$ cat src/design/gsps_pkg.sv
// ============================================================================
// gsps_pkg
// Shared constants, codes and types of the gapped sequence pair scorer.
// ============================================================================
package gsps_pkg;

    localparam int MAX_LEN   = 64;
    localparam int MAX_GAPS  = 8;
    localparam int ALPHABET  = 256;
    localparam int LEN_W     = $clog2(MAX_LEN + 1);
    localparam int ADDR_W    = $clog2(MAX_LEN);
    localparam int GCNT_W    = $clog2(MAX_GAPS + 1);
    localparam int GIDX_W    = (MAX_GAPS > 1) ? $clog2(MAX_GAPS) : 1;
    localparam int CHAR_W    = $clog2(ALPHABET);
    localparam int TAB_AW    = 2 * CHAR_W;
    localparam int ACC_W     = 24;
    localparam int PROD_W    = ACC_W + 16;
    localparam logic signed [15:0] ONE_Q88 = 16'sd256;

    typedef enum logic [2:0] {
        MODE_TABLE_WR = 3'd0,
        MODE_CLEAR    = 3'd1,
        MODE_APP_CHAR = 3'd2,
        MODE_APP_GAP  = 3'd3,
        MODE_COMPUTE  = 3'd4
    } t_mode;

    typedef enum logic [1:0] {
        ST_OK    = 2'd0,
        ST_EMPTY = 2'd1,
        ST_NOGAP = 2'd2,
        ST_OVF   = 2'd3
    } t_status;

    typedef enum logic [2:0] {
        CFG_GAP_PEN  = 3'd0,
        CFG_V_OFF    = 3'd1,
        CFG_J_OFF    = 3'd2,
        CFG_SCALE    = 3'd3,
        CFG_USE_MAT  = 3'd4
    } t_cfg_idx;

    typedef enum logic [1:0] {
        SEL_SCALED = 2'd0,
        SEL_ZERO   = 2'd1,
        SEL_MIN    = 2'd2
    } t_res_sel;

    // One column in flight alongside the sequence memory read data.
    typedef struct packed {
        logic valid;
        logic is_gap;
    } t_col_req;

    // Request from the sequencer to the output stage.
    typedef struct packed {
        logic                    go;
        t_res_sel                sel;
        t_status                 status;
        logic signed [ACC_W-1:0] best;
    } t_res_req;

endpackage

$ cat src/design/gsps_score_out.sv
// ============================================================================
// gsps_score_out
// Scales the best score, rounds it, and holds the result for the receiver.
// ============================================================================
module gsps_score_out
    import gsps_pkg::*;
(
    input  logic               i_clk,
    input  logic               i_rst_n,
    input  t_res_req           i_req,
    input  logic signed [15:0] i_scale,
    output logic               o_free,
    output logic               m_axis_tvalid,
    input  logic               m_axis_tready,
    output logic [31:0]        m_axis_tdata,
    output logic [7:0]         m_axis_tuser
);

    logic signed [PROD_W-1:0] r_prod;
    logic signed [PROD_W-1:0] w_round;
    t_res_sel                 r_sel;
    t_status                  r_stat;
    logic                     r_pend;
    logic                     r_valid;
    logic [31:0]              r_score;
    t_status                  r_ostat;

    // Product stays well inside 32 bits after the shift, so no clipping.
    assign w_round = (r_prod + PROD_W'(128)) >>> 8;

    always_ff @(posedge i_clk) begin
        if (i_req.go) begin
            r_prod <= PROD_W'(i_req.best) * PROD_W'(i_scale);
            r_sel  <= i_req.sel;
            r_stat <= i_req.status;
        end
        if (r_pend) begin
            r_ostat <= r_stat;
            unique case (r_sel)
                SEL_ZERO: r_score <= 32'h0000_0000;
                SEL_MIN:  r_score <= 32'h8000_0000;
                default:  r_score <= w_round[31:0];
            endcase
        end
    end

    always_ff @(posedge i_clk) begin
        if (!i_rst_n) begin
            r_pend  <= 1'b0;
            r_valid <= 1'b0;
        end else begin
            r_pend <= i_req.go;
            if (r_pend) begin
                r_valid <= 1'b1;
            end else if (m_axis_tready) begin
                r_valid <= 1'b0;
            end
        end
    end

    assign o_free        = !r_pend && (!r_valid || m_axis_tready);
    assign m_axis_tvalid = r_valid;
    assign m_axis_tdata  = r_score;
    assign m_axis_tuser  = {6'd0, r_ostat};

endmodule

$ cat config.mk
export PLATFORM = sky130hd
export DESIGN_NAME = gsps_score_out
export DESIGN_NICKNAME = d
export VERILOG_FILES = /design/src/design/gsps_pkg.sv /design/src/design/gsps_score_out.sv
export SDC_FILE = /design/constraint.sdc
export NUM_CORES = 1
export LEC_CHECK = 0
export ABC_AREA = 1
export BUFFER_PORTS_ARGS = -buffer_cell sky130_fd_sc_hd__buf_4
export CAP_MARGIN = 20
export CORE_MARGIN = 2
export CORE_UTILIZATION = 65
export CTS_CLUSTER_DIAMETER = 50
export DETAILED_ROUTE_END_ITERATION = 10
export PLACE_DENSITY = 0.81
export SKIP_LAST_GASP = 1
export SYNTH_ARGS = -nofsm -noshare
export SYNTH_HDL_FRONTEND = slang
export SYNTH_SLANG_ARGS = --single-unit
$ cat constraint.sdc
create_clock -name i_clk -period 8.1 [get_ports i_clk]
set_input_delay 1.215 -clock i_clk [delete_from_list [all_inputs] [get_ports i_clk]]
set_output_delay 1.215 -clock i_clk [all_outputs]
set_load 0.03 [all_outputs]
; Yosys cells after proc, flatten, opt, wreduce, memory -nomap -nowiden
; Index checks and enable logic that the tools add are counted.
[totals]
ff_bits = 80
input_bits = 48
out_inout_bits = 42
elab_cells = 19
[classes]
n_addsub = 1
mul = 1
eq_ne = 2
muxes = 3
reduce_logical = 5
[op_table]
columns = operator, n
row1 = $pmux W32 S2, 1
row2 = $add A40 B9 Y40 const B, 1
row3 = $mul A24 B16 Y40, 1
row4 = $eq A2 B1 Y1 const B, 1
row5 = $eq A2 B2 Y1 const B, 1
row6 = $logic_not A1 Y1, 2
row7 = $mux W1, 2
row8 = $reduce_bool A2 Y1, 1
row9 = $logic_and A1 B1 Y1, 1
row10 = $logic_or A1 B1 Y1, 1

; Longest topological paths before layout
[logic_depth]
ltp_word = 3
depth_mapped = 29
depth_no_buf = 27

; Worst setup path before layout
; OpenSTA, ideal clock, no wires.
[synth_timing]
path_kind = in2reg
startpoint = input i_req[23] in the netlist's numbering
endpoint = register r_prod[38] (data pin)
setup_ps = 253
arrival_ps = 6201
required_time_ps = 7847
path_slack_ps = 1647
path_stages = 19
path_buffers = 1
cell_sequence = clkbuf_1 -> nand2_1 -> fa_1 -> inv_1 -> fa_1 -> fa_1 -> fa_1 -> fa_1 -> inv_1 -> fa_1 -> inv_1 -> ha_1 -> inv_1 -> nor3_1 -> nand2_1 -> nor2_1 -> nand3_1 -> nand4_1 -> nand2_1
[synth_between]
elab_chain_cells = 1
[synth_rtl]
columns = item, line_no
row1 = from (decl), gsps_score_out.sv:10  ; input t_res_req i_req,
row2 = $mul A24 B16 Y40, gsps_score_out.sv:33  ; r_prod <= PROD_W'(i_req.best) * PROD_W'(i_scale);
row3 = to (signal assigned), gsps_score_out.sv:33
row4 = to (decl), gsps_score_out.sv:19  ; logic signed [PROD_W-1:0] r_prod;
; Every way passes these cells.
; A chain may end at the register's enable or synchronous reset.

; Final worst setup path
[layout_timing]
startpoint = input i_scale[15]
endpoint = register r_prod[39] (data pin)
[layout_between]
elab_chain_cells = 1
[layout_rtl]
columns = item, line_no
row1 = from (decl), gsps_score_out.sv:11  ; input logic signed [15:0] i_scale,
row2 = $mul A24 B16 Y40, gsps_score_out.sv:33
; Every way passes these cells.

==> qor.csv <==
metric;value;unit
Die ar.;29000;um^2
first-pass GRT wire length;76.3;mm
CTS max path bufs;2;
CTS Root Cell;clkbuf_16;
placed cell count;2592;
vias in the first global route;15473;
synthesis-to-finish area growth;5.88;%
share of layout cells above drive strength 1;6.18;%
WP data required;8.31;ns
Compound-Gate Fraction of Synth Area;2.92;%
antenna violations before repair;0;
post-synthesis adder-cell area fraction;48.3;%
outcome;finished clean;
clk sink count;73;
EDFF count, synth;71;
Crit path arrival time;7.20;ns
Layout Cells excl Fill;2608;
Boundary Pins;90;
Antenna diodes;0;
fill cell count;2170;
HPWL Detailed;37.5;mm
Hold Fails Final Rpt;0;
final worst path period share;86.3;%
Multi-input gate area;13000;um^2
dominant cell type by area after synthesis;fa_1;
gr busiest metal;met2;
routing usage on met3;4.35;%
Placer Congestion;0.987;
Core ar.;27000;um^2
min-delay worst type;reg2reg;
gr usage total;34.1;%
TNS Setup;0;ns
Post-Syn Area;18000;um^2
sequential share of the synthesized area;12.1;%
register area;2170;um^2
#FFs+latches synth;73;
kind of critical path;in2reg;
port bufs;83;
number of nets in the layout;2780;
Layout Skew;0.00484;ns
CP Capture Type;flop;
Post-Route WL;45.5;mm
Worst-path clk slew;0.06;ns
initial core utilization;66.5;%
Worst Tran Pin Value;1.00;ns
GRT Residual Overflow;0;
post-synthesis cell count;2246;
Post-CTS Repair Setup Buffers;0;
drt wl/cell;17.4;um
post-synth top area share;41.5;%
synth cell count leaders;647 x inv_1, 557 x nand2_1, 373 x fa_1;
max_cap viols;0;
Pins Over Slew Limit;0;
Die H;170;um
syn_area_per_cell;8.01;um^2
multiplexer area fraction after synthesis;0;%
Vias;14247;
largest net degree at the start of global routing;39;
Cell Rows;60;
DRC Markers;0;
most common cell in the netlist;inv_1;
Die Wd;170;um
post-synthesis simple-gate area fraction;18.8;%
synth warn;0;
cts hold-fix bufs;0;
Final setup viols;0;
met1 GRT Util;42.7;%
H-tree Lvls;3;
fraction of registers with async set or reset after synthesis;0;%
Skew-Pair Late Insertion Delay;0.33;ns
initial detailed-routing violation count;1107;
crit-path max FO;25;
TritonRoute pass-1 iters;6;
CTS buffer count;9;
xor-xnor portion of the synthesized cell area;2.34;%
RSZ-0062 raised after global routing;no;
post-synth cell types;41;
routed vias/inst;5.46;
CTS resizes;0;
CTS tree;yes;
fmax;0.143;GHz
Area contributors post-synth;fa_1 42%, inv_1 14%, edfxtp_1 12%;
Main synth FF type;edfxtp_1;
Rel. slew slack;33.0;%
global routing met2 resource utilization;60.1;%
min Tclk post-route;6.99;ns
largest family of logic cells by synthesized area;adder cells;
crit start category;primary input;
Detail Route Antenna Nets;0;
-- area by class of cell --
cell class | count | share of cell area, %
clock buffer | 9 | 1.18
clock inverter | 7 | 0.493
inverter | 657 | 13.0
multi-input combinational | 1437 | 68.4
sequential | 73 | 11.4
tap | 341 | 2.24
timing repair buffer | 84 | 3.31
-- registers in the layout (all words and copies together), names as in the netlist --
signal / cells
r_pend: 1
r_stat: 2
r_prod: 33
r_ostat: 2
m_axis_tdata: 32
m_axis_tvalid: 1
r_sel: 2
-- path summary, 6_finish.rpt --
| kind | start | slack [ns] | depth (start not counted) | end |
|---|---|---|---|---|
| worst min register to register | r_stat[0]$_DFFE_PP_ | 0.42 | 0 | r_ostat[0]$_DFFE_PP_ |
| worst min-delay path | r_stat[0]$_DFFE_PP_ | 0.42 | 0 | r_ostat[0]$_DFFE_PP_ |
| worst max register to register | r_prod[7]$_DFFE_PP_ | 6.08 | 11 | m_axis_tdata[31]$_DFFE_PP_ |
| worst max-delay path | i_scale[15] | 1.11 | 21 | r_prod[39]$_DFFE_PP_ |
-- cell families (layout without fill, tap and decap cells) --
| group | count (synthesis) | after routing |
|---|---|---|
| fa+ha+maj | 470 | 470 |
| xor+xnor | 48 | 48 |
| buf+inv | 741 | 757 |
| compound gates | 97 | 97 |
| other cells | 1 | 6 |
| flops | 73 | 73 |
| simple gates | 816 | 816 |
-- worst max-delay path, stage by stage --
cell     delay (ns)
buf_4          0.07
inv_1          0.40
or2_2          0.49
fa_1           0.55
inv_1          0.06
fa_1           0.49
fa_1           0.55
inv_1          0.05
fa_1           0.51
fa_1           0.52
fa_1           0.54
inv_1          0.04
ha_1           0.41
nand2_1        0.18
nor3_1         0.22
nand2_1        0.10
nor2_1         0.31
nand4_1        0.22
nand3_1        0.15
nand2_1        0.06
nand2_1        0.05
-- layer usage --
layer,vias to the layer above,wire (um)
met4,0,2090
met2,686,22600
met1,6960,17300
met5,-,0
met3,163,3470
li1,6438,-
-- layout by cell type, fill, tap and decap left out, types with 3 or more instances in the layout --
master     netlist  layout
ha_1            97      97
nor2_4           3       3
nor4_1           5       5
xor2_1          33      33
fa_1           373     373
nand3_1         35      35
nand2_1        557     557
nor2_2           5       5
conb_1           1       6
edfxtp_1        71      71
a21oi_1         50      50
o21a_1           3       3
o21ai_0         26      26
nor2_1         136     136
nor3_1          29      29
xnor2_1         15      15
clkbuf_16        0       9
nand2_2         10      10
or2_2            4       4
inv_2            9       9
o21ai_1          4       4
o21bai_1         6       6
inv_1          647     647
nand4_1         16      16
nand3b_1         4       4
a21o_1           4       4
nor3_4           3       3
buf_4            6      84
-- stage by stage --
stage	cell area [um^2]	utilization [%]	hold WS, ns	setup WS (ns)
2_1_floorplan	18000	-	0.400	1.65
3_3_place_gp	18700	69.3	0.404	0.791
3_5_place_dp	18700	69.3	0.405	0.771
4_1_cts	19000	70.4	0.419	1.14
5_1_grt	19000	70.4	0.427	0.769
6_report	19000	70.4	0.419	1.11
Power is not shown: default switching activity piles up to over one toggle a cycle in this logic, so the estimate is an artifact.
